<file path="src/sv/i2cbb_pkg.sv">
// types and constants of the i2c bit-bang master
package i2cbb_pkg;

  // command codes carried by an input beat
  typedef enum logic [2:0] {
    MODE_NONE      = 3'd0,
    MODE_START     = 3'd1,
    MODE_STOP      = 3'd2,
    MODE_SEND_BYTE = 3'd3,
    MODE_READ_ACK  = 3'd4,
    MODE_READ_NACK = 3'd5,
    MODE_WAIT_ACK  = 3'd6,
    MODE_SEND_ACK  = 3'd7
  } cmd_mode_e;

  // pin sequencer phases
  typedef enum logic [4:0] {
    PH_IDLE    = 5'd0,
    PH_ST_A    = 5'd1,
    PH_ST_B    = 5'd2,
    PH_SP_A    = 5'd3,
    PH_SP_B    = 5'd4,
    PH_WA_LO   = 5'd5,
    PH_WA_POLL = 5'd6,
    PH_AK_A    = 5'd7,
    PH_AK_B    = 5'd8,
    PH_TX_A    = 5'd9,
    PH_TX_B    = 5'd10,
    PH_TX_C    = 5'd11,
    PH_RX_A    = 5'd12,
    PH_RX_B    = 5'd13
  } phase_e;

  // register indexes on the configuration port
  typedef enum logic {
    REG_ACK_TIMEOUT = 1'b0
  } reg_idx_e;

  localparam logic [7:0] ACK_TIMEOUT_RESET = 8'd250;
  localparam logic [2:0] HOLD_LONG         = 3'd3;
  localparam logic [2:0] HOLD_SHORT        = 3'd1;
  localparam logic [3:0] BITS_PER_BYTE     = 4'd8;

  // one input beat
  typedef struct packed {
    logic [2:0] mode;
    logic [7:0] tx_byte;
    logic       sda_in;
  } in_item_t;

  // one result beat
  typedef struct packed {
    logic       scl_level;
    logic       sda_level;
    logic       sda_drive;
    logic       busy_res;
    logic       done_res;
    logic [7:0] rx_byte;
    logic       ack_error;
  } out_item_t;

  // sequencer state
  typedef struct packed {
    phase_e     phase;
    logic [2:0] delay_cnt;
    logic [3:0] bit_cnt;
    logic [7:0] shift;
    logic [7:0] timeout_cnt;
    logic       scl;
    logic       sda;
    logic       drive;
    logic       error;
    logic       ack_after_read;
    logic [7:0] rx_hold;
  } seq_state_t;

endpackage

</file>
<file path="src/sv/i2c_bit_bang_master.sv">
// i2c bit-bang master: pin sequencer with result skid buffer and apb register
//
// Each input beat is one microsecond tick: a command code (ignored while a
// sequence runs), a byte to send and the sampled sda level. Every input beat
// gives exactly one result beat with the scl/sda/direction levels after that
// tick, busy and done flags, the last received byte and the ack error flag.
// The sequencer state is updated in the cycle the input beat is taken and the
// result is registered in the output register or the skid stage.
// One beat per cycle is sustained while the output does not stall; the single
// state register update sets it. Results sit in an output register backed by
// one skid stage, so an input beat is still taken while one result waits;
// in_stall_o rises only once both hold a beat. It depends on registers only.
// The apb port holds ack_timeout_limit at address 0 (reset 250); pready is
// always high and a write takes setup and access cycles.
// Reset: phase idle, scl/sda high and driven, error clear, no result held.
module i2c_bit_bang_master (
  input  logic                  clk_i,
  input  logic                  rst_ni,
  input  logic                  in_valid_i,
  output logic                  in_stall_o,
  input  i2cbb_pkg::in_item_t   in_item_i,
  output logic                  out_valid_o,
  input  logic                  out_stall_i,
  output i2cbb_pkg::out_item_t  out_item_o,
  input  logic                  psel,
  input  logic                  penable,
  input  logic                  pwrite,
  input  logic [2:0]            paddr,
  input  logic [31:0]           pwdata,
  output logic [31:0]           prdata,
  output logic                  pready
);

  // configuration register
  logic [7:0] ack_limit_q;
  logic       reg_sel;
  logic       cfg_write;

  assign reg_sel   = (paddr[2] == i2cbb_pkg::REG_ACK_TIMEOUT) && (paddr[1:0] == 2'b00);
  assign cfg_write = psel && penable && pwrite && pready;
  assign pready    = 1'b1;
  assign prdata    = reg_sel ? {24'd0, ack_limit_q} : 32'd0;

  always_ff @(posedge clk_i or negedge rst_ni) begin
    if (!rst_ni) begin
      ack_limit_q <= i2cbb_pkg::ACK_TIMEOUT_RESET;
    end else if (cfg_write && reg_sel) begin
      ack_limit_q <= pwdata[7:0];
    end
  end

  // handshake of input beats and the two result slots
  logic                  out_v_q, skid_v_q;
  i2cbb_pkg::out_item_t  out_q, skid_q;
  logic                  push, pop;

  assign in_stall_o  = skid_v_q;
  assign push        = in_valid_i && !skid_v_q;
  assign pop         = out_v_q && !out_stall_i;
  assign out_valid_o = out_v_q;
  assign out_item_o  = out_q;

  // entry actions of a phase
  function automatic i2cbb_pkg::seq_state_t enter_phase(
    input i2cbb_pkg::seq_state_t st,
    input i2cbb_pkg::phase_e     ph,
    input logic                  sample
  );
    i2cbb_pkg::seq_state_t r;
    r       = st;
    r.phase = ph;
    case (ph)
      i2cbb_pkg::PH_ST_A: begin
        r.drive = 1'b1; r.sda = 1'b1; r.scl = 1'b1;
        r.delay_cnt = i2cbb_pkg::HOLD_LONG;
      end
      i2cbb_pkg::PH_ST_B: begin
        r.sda = 1'b0; r.delay_cnt = i2cbb_pkg::HOLD_LONG;
      end
      i2cbb_pkg::PH_SP_A: begin
        r.drive = 1'b1; r.scl = 1'b0; r.sda = 1'b0;
        r.delay_cnt = i2cbb_pkg::HOLD_LONG;
      end
      i2cbb_pkg::PH_SP_B: begin
        r.scl = 1'b1; r.sda = 1'b1; r.delay_cnt = i2cbb_pkg::HOLD_LONG;
      end
      i2cbb_pkg::PH_WA_LO: begin
        r.drive = 1'b0; r.sda = 1'b1; r.delay_cnt = 3'd0;
      end
      i2cbb_pkg::PH_WA_POLL: begin
        r.scl = 1'b1; r.delay_cnt = 3'd0;
      end
      i2cbb_pkg::PH_AK_A: begin
        r.scl = 1'b0; r.drive = 1'b1; r.sda = !st.ack_after_read;
        r.delay_cnt = i2cbb_pkg::HOLD_SHORT;
      end
      i2cbb_pkg::PH_AK_B: begin
        r.scl = 1'b1; r.delay_cnt = i2cbb_pkg::HOLD_SHORT;
      end
      i2cbb_pkg::PH_TX_A: begin
        r.scl       = 1'b0;
        r.sda       = st.shift[7];
        r.shift     = {st.shift[6:0], 1'b0};
        r.bit_cnt   = st.bit_cnt + 4'd1;
        r.delay_cnt = i2cbb_pkg::HOLD_SHORT;
      end
      i2cbb_pkg::PH_TX_B: begin
        r.scl = 1'b1; r.delay_cnt = i2cbb_pkg::HOLD_SHORT;
      end
      i2cbb_pkg::PH_TX_C: begin
        r.scl = 1'b0; r.delay_cnt = i2cbb_pkg::HOLD_SHORT;
      end
      i2cbb_pkg::PH_RX_A: begin
        r.scl = 1'b0; r.delay_cnt = i2cbb_pkg::HOLD_SHORT;
      end
      i2cbb_pkg::PH_RX_B: begin
        r.scl       = 1'b1;
        r.shift     = {st.shift[6:0], sample};
        r.bit_cnt   = st.bit_cnt + 4'd1;
        r.delay_cnt = 3'd0;
      end
      default: begin
        r.phase = i2cbb_pkg::PH_IDLE; r.delay_cnt = 3'd0;
      end
    endcase
    return r;
  endfunction

  // sequencer state for one tick
  i2cbb_pkg::seq_state_t state_q, state_d;
  i2cbb_pkg::out_item_t  res_d;
  logic                  done_d;
  logic                  smp;

  assign smp = in_item_i.sda_in;

  always_comb begin
    state_d = state_q;
    done_d  = 1'b0;
    if (state_q.phase == i2cbb_pkg::PH_IDLE || state_q.phase > i2cbb_pkg::PH_RX_B) begin
      // idle: take a command
      state_d.phase = i2cbb_pkg::PH_IDLE;
      case (in_item_i.mode)
        i2cbb_pkg::MODE_START: state_d = enter_phase(state_d, i2cbb_pkg::PH_ST_A, smp);
        i2cbb_pkg::MODE_STOP:  state_d = enter_phase(state_d, i2cbb_pkg::PH_SP_A, smp);
        i2cbb_pkg::MODE_SEND_BYTE: begin
          state_d.shift   = in_item_i.tx_byte;
          state_d.bit_cnt = 4'd0;
          state_d.drive   = 1'b1;
          state_d = enter_phase(state_d, i2cbb_pkg::PH_TX_A, smp);
        end
        i2cbb_pkg::MODE_READ_ACK, i2cbb_pkg::MODE_READ_NACK: begin
          state_d.ack_after_read = (in_item_i.mode == i2cbb_pkg::MODE_READ_ACK);
          state_d.shift   = 8'd0;
          state_d.bit_cnt = 4'd0;
          state_d.drive   = 1'b0;
          state_d = enter_phase(state_d, i2cbb_pkg::PH_RX_A, smp);
        end
        i2cbb_pkg::MODE_WAIT_ACK: begin
          state_d.timeout_cnt = 8'd0;
          state_d.error       = 1'b0;
          state_d = enter_phase(state_d, i2cbb_pkg::PH_WA_LO, smp);
        end
        i2cbb_pkg::MODE_SEND_ACK: begin
          state_d.ack_after_read = 1'b1;
          state_d = enter_phase(state_d, i2cbb_pkg::PH_AK_A, smp);
        end
        default: ;
      endcase
    end else if (state_q.delay_cnt != 3'd0) begin
      // hold time
      state_d.delay_cnt = state_q.delay_cnt - 3'd1;
    end else begin
      // end of a phase
      case (state_q.phase)
        i2cbb_pkg::PH_ST_A: state_d = enter_phase(state_q, i2cbb_pkg::PH_ST_B, smp);
        i2cbb_pkg::PH_ST_B, i2cbb_pkg::PH_AK_B: begin
          state_d.scl = 1'b0;
          state_d.phase = i2cbb_pkg::PH_IDLE; state_d.delay_cnt = 3'd0; done_d = 1'b1;
        end
        i2cbb_pkg::PH_SP_A: state_d = enter_phase(state_q, i2cbb_pkg::PH_SP_B, smp);
        i2cbb_pkg::PH_SP_B: begin
          state_d.phase = i2cbb_pkg::PH_IDLE; state_d.delay_cnt = 3'd0; done_d = 1'b1;
        end
        i2cbb_pkg::PH_WA_LO: state_d = enter_phase(state_q, i2cbb_pkg::PH_WA_POLL, smp);
        i2cbb_pkg::PH_WA_POLL: begin
          if (!smp) begin
            state_d.scl = 1'b0;
            state_d.phase = i2cbb_pkg::PH_IDLE; state_d.delay_cnt = 3'd0; done_d = 1'b1;
          end else if (state_q.timeout_cnt >= ack_limit_q) begin
            state_d.error = 1'b1;
            state_d = enter_phase(state_d, i2cbb_pkg::PH_SP_A, smp);
          end else begin
            state_d.timeout_cnt = state_q.timeout_cnt + 8'd1;
          end
        end
        i2cbb_pkg::PH_AK_A: state_d = enter_phase(state_q, i2cbb_pkg::PH_AK_B, smp);
        i2cbb_pkg::PH_TX_A: state_d = enter_phase(state_q, i2cbb_pkg::PH_TX_B, smp);
        i2cbb_pkg::PH_TX_B: state_d = enter_phase(state_q, i2cbb_pkg::PH_TX_C, smp);
        i2cbb_pkg::PH_TX_C: begin
          if (state_q.bit_cnt < i2cbb_pkg::BITS_PER_BYTE) begin
            state_d = enter_phase(state_q, i2cbb_pkg::PH_TX_A, smp);
          end else begin
            state_d.phase = i2cbb_pkg::PH_IDLE; state_d.delay_cnt = 3'd0; done_d = 1'b1;
          end
        end
        i2cbb_pkg::PH_RX_A: state_d = enter_phase(state_q, i2cbb_pkg::PH_RX_B, smp);
        i2cbb_pkg::PH_RX_B: begin
          if (state_q.bit_cnt < i2cbb_pkg::BITS_PER_BYTE) begin
            state_d = enter_phase(state_q, i2cbb_pkg::PH_RX_A, smp);
          end else begin
            state_d.rx_hold = state_q.shift;
            state_d = enter_phase(state_d, i2cbb_pkg::PH_AK_A, smp);
          end
        end
        default: begin
          state_d.phase = i2cbb_pkg::PH_IDLE; state_d.delay_cnt = 3'd0;
        end
      endcase
    end
  end

  // result of this tick
  always_comb begin
    res_d.scl_level = state_d.scl;
    res_d.sda_level = state_d.sda;
    res_d.sda_drive = state_d.drive;
    res_d.busy_res  = (state_d.phase != i2cbb_pkg::PH_IDLE);
    res_d.done_res  = done_d;
    res_d.rx_byte   = state_d.rx_hold;
    res_d.ack_error = state_d.error;
  end

  // state register, advanced on every input beat
  always_ff @(posedge clk_i or negedge rst_ni) begin
    if (!rst_ni) begin
      state_q.phase          <= i2cbb_pkg::PH_IDLE;
      state_q.delay_cnt      <= 3'd0;
      state_q.bit_cnt        <= 4'd0;
      state_q.shift          <= 8'd0;
      state_q.timeout_cnt    <= 8'd0;
      state_q.scl            <= 1'b1;
      state_q.sda            <= 1'b1;
      state_q.drive          <= 1'b1;
      state_q.error          <= 1'b0;
      state_q.ack_after_read <= 1'b0;
      state_q.rx_hold        <= 8'd0;
    end else if (push) begin
      state_q <= state_d;
    end
  end

  // output register and skid stage valids
  always_ff @(posedge clk_i or negedge rst_ni) begin
    if (!rst_ni) begin
      out_v_q  <= 1'b0;
      skid_v_q <= 1'b0;
    end else if (pop) begin
      out_v_q  <= skid_v_q || push;
      skid_v_q <= 1'b0;
    end else if (push) begin
      out_v_q  <= 1'b1;
      skid_v_q <= out_v_q;
    end
  end

  // result payloads
  always_ff @(posedge clk_i) begin
    if (pop) begin
      out_q <= skid_v_q ? skid_q : res_d;
    end else if (push && !out_v_q) begin
      out_q <= res_d;
    end
    if (push && out_v_q && !pop) begin
      skid_q <= res_d;
    end
  end

  // checks
  a_skid_needs_out: assert property (@(posedge clk_i) disable iff (!rst_ni)
    skid_v_q |-> out_v_q)
    else $error("skid stage holds a beat while the output register is empty");

  a_skid_on_stall: assert property (@(posedge clk_i) disable iff (!rst_ni)
    $rose(skid_v_q) |-> $past(out_stall_i))
    else $error("skid stage loaded without a stalled output");

  a_done_not_busy: assert property (@(posedge clk_i) disable iff (!rst_ni)
    (out_v_q && out_q.done_res) |-> !out_q.busy_res)
    else $error("done pulse while still busy");

  a_idle_stays: assert property (@(posedge clk_i) disable iff (!rst_ni)
    (push && state_q.phase == i2cbb_pkg::PH_IDLE
     && in_item_i.mode == i2cbb_pkg::MODE_NONE)
    |=> (state_q.phase == i2cbb_pkg::PH_IDLE))
    else $error("sequence started without a command");

endmodule

</file>
<file path="config.mk">
export PLATFORM = sky130hd
export DESIGN_NAME = i2c_bit_bang_master
export DESIGN_NICKNAME = d
export VERILOG_FILES = /design/src/sv/i2cbb_pkg.sv /design/src/sv/i2c_bit_bang_master.sv
export SDC_FILE = /design/constraint.sdc
export NUM_CORES = 1
export LEC_CHECK = 0
export BUFFER_PORTS_ARGS = -buffer_cell sky130_fd_sc_hd__buf_2
export CAP_MARGIN = 20
export CORE_MARGIN = 4
export CORE_UTILIZATION = 55
export DETAILED_ROUTE_END_ITERATION = 8
export PLACE_DENSITY_LB_ADDON = 0.1
export SLEW_MARGIN = 30
export SYNTH_ARGS = -nofsm -noshare
export SYNTH_HDL_FRONTEND = slang
export SYNTH_SLANG_ARGS = --single-unit
</file>
<file path="constraint.sdc">
create_clock -name clk_i -period 2.8 [get_ports clk_i]
set_input_delay 0.28 -clock clk_i [delete_from_list [all_inputs] [get_ports clk_i]]
set_output_delay 0.28 -clock clk_i [all_outputs]
set_load 0.02 [all_outputs]
</file>
## Word-level counts from Yosys, hierarchy flattened

Index checks and enable logic that the tools add are counted.

| word-level totals | value |
|---|---|
| register bits after elaboration | 79 |
| input port bits | 54 |
| output and inout port bits | 49 |
| word-level logic and storage cells | 142 |

| cells by class | value |
|---|---|
| $lt $le $gt $ge | 3 |
| add/subtract/negate cells | 3 |
| muxes and demuxes | 32 |
| equality and inequality tests | 37 |
| reduce and logical (&&, ||, !) cells | 34 |
| bitwise logic cells | 5 |

Operators with widths:

| kind | number |
|---|---|
| one-hot mux 40 bit (6 select lines) | 1 |
| one-hot mux 20 bit (4 select lines) | 1 |
| one-hot mux 8 bit (10 select lines) | 1 |
| 2-to-1 mux 33 bit | 2 |
| one-hot mux 12 bit (5 select lines) | 1 |
| 2-to-1 mux 14 bit | 3 |
| 2-to-1 mux 41 bit | 1 |
| 2-to-1 mux 20 bit | 2 |
| 2-to-1 mux 40 bit | 1 |
| equality test 5 x 4 -> 1 bit (second input constant) | 6 |
| 2-to-1 mux 8 bit | 3 |
| inequality test 2 bit (second input constant) | 12 |
| equality test 5 x 3 -> 1 bit (second input constant) | 4 |
| AND reduction 14 bit | 1 |
| 2-to-1 mux 13 bit | 1 |
| equality test 3 bit (second input constant) | 4 |
| 2-to-1 mux 12 bit | 1 |
| AND reduction 11 bit | 1 |
| equality test 5 x 2 -> 1 bit (second input constant) | 2 |
| nonzero test 2 bit | 5 |
| logical AND 1 bit | 9 |
| 2-to-1 mux 1 bit | 9 |
| adder 8 x 1 -> 8 bit (second input constant) | 1 |
| >= comparator 8 bit | 1 |
| 29 further kinds | 41 |

## Longest topological paths before layout

Gate-level depths: netlist of the first run.

| depth | value |
|---|---|
| depth in word-level cells | 9 |
| depth in mapped cells | 11 |
| gate-level depth less buffers | 8 |

## Least setup slack after synthesis of the first run

No wires, ideal clock.

| timing path | value |
|---|---|
| path type | reg2reg |
| from | reg state_q[13] (netlist bit) |
| to | reg state_q[20] (netlist bit) |
| buffers on the path | 1 |
| arrival | 2424 ps |
| stages on the path, launching flop included | 10 |
| required time | 2708 ps |
| clock period less this slack | 2515 ps |
| slack | 285 ps |
| library setup time | 92 ps |
| cell sequence | dfrtp_1 inv_1 ha_1 nand2b_1 a2111oi_0 o31a_1 a21oi_1 or3_1 buf_2 o31ai_2 |

| on the way | value |
|---|---|
| longest elaborated chain between the ends | 6 |
| elaborated cells on any way between the ends | 9 |
| classes of those cells | add/sub (1); order compare (1); eq/ne (1); mux (5); reduce/logical (1) |

RTL lines:

| element | RTL line | text |
|---|---|---|
| start: declaration | i2c_bit_bang_master.sv:130 | `i2cbb_pkg::seq_state_t state_q, state_d;` |
| start signal: assignment | i2c_bit_bang_master.sv:249 | `state_q <= state_d;` |
| adder 8 x 1 -> 8 bit | i2c_bit_bang_master.sv:194 | `state_d.timeout_cnt = state_q.timeout_cnt + 8'd1;` |
| 2-to-1 mux 8 bit | i2c_bit_bang_master.sv:190 | `end else if (state_q.timeout_cnt >= ack_limit_q) begin` |
| 2-to-1 mux 20 bit | i2c_bit_bang_master.sv:187 | `if (!smp) begin` |
| one-hot mux 20 bit (4 select lines) | i2c_bit_bang_master.sv:175 | `case (state_q.phase)` |
| 2-to-1 mux 33 bit | i2c_bit_bang_master.sv:170 | `end else if (state_q.delay_cnt != 3'd0) begin` |
| 2-to-1 mux 41 bit | i2c_bit_bang_master.sv:140 | `if (state_q.phase == i2cbb_pkg::PH_IDLE \|\| state_q.phase > i2cbb_pkg::PH_RX_B) begin` |

Parallel ways exist; a longest one is shown, timed or not. The select of a mux whose other input is x is not followed.
A chain may end at the register's enable or synchronous reset.

==> metrics.txt, run 1 <==
Worst setup SP type register; critical path class reg2reg; Iteration-0 DRC Markers 344; vias per cell 5.769; CP max FO 4; Total GRT Usage 22.63%; clk root buf clkbuf_8; Synth top area share a little over a fifth; setup tns final 0 ps; mux cell area share after synthesis approximately 5.0%; YS warnings 0; placed instance area 5266 µm²; count of cell types in the netlist 70; top cells by area, synth dfrtp_1 22%, edfxtp_1 17%, o21ai_0 5.6%; Worst path slowest cell dfstp_2; Worst EP required roughly 2900 ps; drt wl/cell 16.04 µm; synthesized area between 4000 and 5000 µm²; initial core utilization 57.55%; Max-slew headroom a little under three fifths; initial antenna violation count 0; GR Layer Usage met3 under 10%; Post-synth EDFFs 28; IO Pins between 100 and 150; vias in the first global route 3784; ys async rst share roughly 65%; crit path time final ~2600 ps; Synth Area in Adders roughly 3.6%; Max stage delay on crit path between 500 and 600 ps; largest net degree at the start of global routing 25; Seq/Total Area, Yosys roughly 44%; core area around 8400 µm²; Final Slew Violations 0; final setup fails 0; RSZ-0062 raised after global routing no; Mapped Cells between 500 and 600; Die Y between 100 and 150 µm; clock buffer depth 2; first-pass GRT wire length 18430 µm; GR Util met2 approximately a third; DR pass1 iterations 5; P per Cell Area roughly 890 nW/µm²; FMAX ~380 MHz; residual DRC count 0; die footprint around 10000 µm²; Simple-Gate Fraction of Synth Area around 19%; crit path DAT approximately 2700 ps; Hold Path Class in2reg; share of cells above drive strength 1 between 20% and 30%; Die X slightly above 100 µm; input/output buffers 53; final core area utilization roughly 65%; Clock H-tree levels 3; Syn Area/Cell between 9 and 10 µm²; insertion delay to the later sink of the worst-skew pair about 360 ps; met1 Usage GRT ~33%; endpoint class of the critical path register; XOR/XNOR Fraction of Synth Area 0.5447%; Final Net Count between 600 and 700; antenna fix cells 0; TritonCTS buffer count 9; CP Cell Sequence inv_1 -> ha_1 -> nand4_1 -> o31a_1 -> a2111oi_0 -> o21ai_0 -> mux2_2; gpl congestion ~0.9; area leader, netlist dfrtp_1; Main synth FF type dfrtp_1; worst slew pin tran 642.8 ps; layer with the highest usage met2; ANT nets after route 0; Synth Area in Compound Gates 18.50%; CP Buf/Inv Count 1; Max Cap Viol 0; row count 33; CTS tree done; delay-heaviest family, CP compound AO/OA/AOI/OAI gates; Leakage ~0.0024 µW; final instance area between 5000 and 6000 µm²; outcome finished, final reports clean; period utilization between 90% and 100%; clk_skew approximately 14 ps; clock sinks 79; VDD IR max ~0.00057 V; area growth from synthesis to layout 13.26%; WL final approximately 11000 µm; #FFs+latches synth about 80; via count a little under 4000; Final Hold Fails 0; clk slew on worst S/H paths 90 ps; Post-DP HPWL approximately 8400 µm; GRT Residual Overflow 0; largest family of logic cells by synthesized area simple AND/OR/NAND/NOR gates
==> registers in the layout, summed over array words and instances, names as in the netlist <==
name and count:
skid_q 14, ack_limit_q 8, in_stall_o 1, out_valid_o 1
state_q 41, out_item_o 14
==> placed cells by master, fill, tap and decap left out, types with 4 or more instances in the layout <==
cell,synthesis,final
dfrtp_1,42,42
nand3b_1,5,5
nor2_1,27,27
nand2b_1,17,17
and2_1,11,11
a22oi_1,7,7
mux2_2,16,16
ha_1,13,13
nor3_1,9,9
a21oi_1,25,25
dfstp_2,9,9
o31a_1,5,5
buf_2,8,53
nand2_1,42,42
buf_4,25,38
nand3_1,12,12
clkbuf_8,0,9
and3_1,8,8
edfxtp_1,28,28
or3_1,4,4
conb_1,2,25
inv_1,25,25
o31ai_1,11,11
mux2i_1,6,6
o21ai_0,54,54
a31oi_1,4,4
nor4_1,4,4
nor2b_1,8,8
==> path summary, 6_finish.rpt <==
path | start | to | slack (ps) | depth (start not counted)
max in group asynchronous | rst_ni | state_q[11] | 1700 | 3
max reg2reg | ack_limit_q[7] | out_item_o[13] | 190 | 7
min | pwdata[2] | ack_limit_q[2] | 130 | 3
max | ack_limit_q[7] | out_item_o[13] | 190 | 7
min in group asynchronous | rst_ni | state_q[14] | 370 | 2
min reg2reg | state_q[1] | state_q[1] | 500 | 2
==> cell families after synthesis <==
kind of cell,count (synthesis)
muxes,22
and+or+nand+nor,168
other,2
buffers and inverters,82
DFF,79
xor gates and xnor gates,3
AOI/OAI and AO/OA,139
adders and majority gates,14
==> what timing repair did <==
action | 4_1_cts | 5_1_grt
buffers inserted | 0 | 0
resized for setup | 0 | 2
hold endpoints to repair | 9 | 0
setup endpoints to repair | 0 | 14
hold buffers | 1 | 0
==> through the flow <==
step,setup slack (ps),power (µW),cells,hold WS [ps]
global placement,160.5,3996,671,226.9
finish,188.1,4851,688,133.9
CTS,72.72,4850,688,127.2
global route,8.349,5214,688,145.8
floorplan,284.6,3341,532,-15.59
detailed placement,82.94,4061,671,225.7
==> synth_stat cells, types with 4 or more instances <==
cell type / count
nand2_1: 42
nand3b_1: 5
buf_4: 25
clkbuf_1: 21
buf_2: 8
inv_1: 25
a31oi_1: 4
o31a_1: 5
and3_1: 8
o31ai_1: 11
and2_1: 11
mux2_2: 16
nor4_1: 4
nor2_1: 27
dfrtp_1: 42
o21ai_0: 54
a21oi_1: 25
a22oi_1: 7
nor2b_1: 8
mux2i_1: 6
nor3_1: 9
ha_1: 13
edfxtp_1: 28
nand2b_1: 17
nand3_1: 12
dfstp_2: 9
or3_1: 4
==> layer usage <==
layer  vias up  share of wire, %  wire length, µm
met5         -                 0                0
met4         0               1.1              122
met3        12               7.3              809
met2       153                44             4888
met1      1873                47             5214
li1       1931                 -                -
==> tightest hold or removal path, cell delays in order <==
cell and delay (ps):
buf_2 80, nand2_1 30, o21ai_0 60
==> layout make-up <==
class	count	area, µm²
Fill cell	699	2919
Multi-Input combinational cell	371	2369
Sequential cell	79	2128
Timing Repair Buffer	92	560.5
Tap cell	105	131.4
Clock buffer	9	123.9
Inverter	25	93.84
Clock inverter	7	56.30
==> where the power goes <==
part	total (µW)	internal, µW	switching [µW]
Clock	780	331	450
Combinational	2200	921	1280
Sequential	1870	1610	259
(Power assumes the default switching activity.)
==> inputs of run 2 (changes only) <==
==> constraint.sdc (replaced) <==
create_clock -name clk_i -period 2.8 [get_ports clk_i]
set_input_delay 0.7 -clock clk_i [delete_from_list [all_inputs] [get_ports clk_i]]
set_output_delay 0.7 -clock clk_i [all_outputs]
set_load 0.02 [all_outputs]
==> metrics.txt, run 2 (synthesized netlist as in run 1, its figures left out) <==
final setup fails 0; post-CTS setup buffers 0; clk slew on worst S/H paths approximately 90 ps; insertion delay to the later sink of the worst-skew pair approximately 350 ps; Die X 101.6 µm; Hold Path Class in2async; Worst EP required 3030 ps; Worst setup SP type register; via count roughly 4000; outcome finished, final reports clean; period utilization between 90% and 100%; vias per cell 5.769; r2r setup slk about 150 ps; Worst Slack Setup Final about 150 ps; Largest register FFs roughly 40; CP max FO 16; TritonCTS buffer count 9; endpoint class of the critical path register; antenna fix cells 0; row count 33; crit path time final roughly 2600 ps; most frequent cells in the layout 54 x o21ai_0, 53 x buf_2, 42 x nand2_1, 42 x dfrtp_1, 37 x buf_4; clk_skew ~21 ps; initial core utilization ~58%; ANT nets after route 0; Max-slew headroom about 56%; core area between 8000 and 9000 µm²; Leakage around 0.0024 µW; largest net degree at the start of global routing 27; VDD IR max between 0.0005 and 0.0006 V; CTS Hold Bufs 0; Total GRT Usage 22.43%; die footprint approximately 10000 µm²; Max Cap Viol 0; DR pass1 iterations 5; critical path class reg2reg; clk root buf clkbuf_8; clock buffer depth 2; CP Cell Sequence inv_1 -> ha_1 -> or3b_1 -> buf_4 -> or3_1 -> o21ai_1 -> nand3_1 -> buf_4 -> nand2_1 -> o21ai_0; Final Hold Fails 0; Worst path slowest cell or3_1; Final Non-Filler Cells around 700; Post-DP HPWL between 8000 and 9000 µm; Post-Place Cells 671; setup tns final 0 ps; Top reg by flops state_q; WL final around 11000 µm; IO Pins ~100; CTS tree done; initial antenna violation count 0; share of cells above drive strength 1 about a quarter; Die Y 101.6 µm; FMAX around 380 MHz; gpl congestion approximately 0.9; worst slew pin tran about 670 ps; clock sinks 79; RSZ-0062 raised after global routing no; vias in the first global route approximately 3800; commonest non-fill, non-tap cell in the layout o21ai_0; dpl ws about 120 ps; crit path DAT approximately 2900 ps; P per Cell Area between 800 and 900 nW/µm²; GRT Residual Overflow 0; Iteration-0 DRC Markers 322; most used cell, CP buf_4; fillers a little under 700; Final Net Count ~640; final core area utilization roughly 65%; first-pass GRT wire length approximately 18000 µm; Final Slew Violations 0; input/output buffers between 50 and 60; Clock H-tree levels 3; Design Power a little under 5000 µW; Max stage delay on crit path 470 ps; residual DRC count 0; drt wl/cell 16.20 µm; area growth from synthesis to layout 13.31%
==> run 2: worst paths after layout <==
path / startpoint / to / cells after the start
setup reg to reg: state_q[33] / state_q[23] / 10
max in group asynchronous: rst_ni / state_q[12] / 2
min in group clk_i: state_q[4] / state_q[4] / 2
setup / recovery: state_q[33] / state_q[23] / 10
hold / removal: rst_ni / state_q[13] / 1
hold reg to reg: state_q[4] / state_q[4] / 2
==> run 2: per-layer routing <==
layer	up-vias	routed length [µm]	global-route usage, %
li1	1936	-	-
met1	1869	5172	32.13
met2	137	4952	34.41
met3	21	767	4.477
met4	0	239	6.953
met5	-	0	0
==> run 2: layout make-up <==
cell class / count / area [µm²] / share of cell area [%]
multi-input combinational: 371 / 2369 / 43.34
sequential: 79 / 2128 / 38.94
timing repair buffer: 91 / 563.0 / 10.30
tap: 105 / 131.4 / 2.404
clock buffer: 9 / 123.9 / 2.266
inverter: 25 / 93.84 / 1.717
clock inverter: 7 / 56.30 / 1.030
==> run 2: through the flow <==
stage               instance area, µm²  hold WS (ps)
floorplan                         4910         404.4
global placement                  5279         464.0
detailed placement                5279         477.5
CTS                               5459         244.9
global route                      5465         255.6
finish                            5465         247.7
==> run 2: where the power goes <==
part	internal (µW)	total, µW	switching (µW)	leakage (µW)
Combinational	923	2240	1310	0.00143
Clock	331	780	449	0.0000838
Sequential	1610	1840	223	0.000926
==> run 2: worst max-delay path: cells and delay by family (launching register included) <==
kind / cells / cell delay [ps]
AOI/OAI and AO/OA: 2 / 250
buffers and inverters: 3 / 510
DFF: 1 / 400
adders and majority gates: 1 / 220
and+or+nand+nor: 4 / 1150
==> run 2: what timing repair did <==
action | CTS | global route
hold endpoints to repair | 0 | 0
setup endpoints to repair | 0 | 12
gates resized for setup | 0 | 2
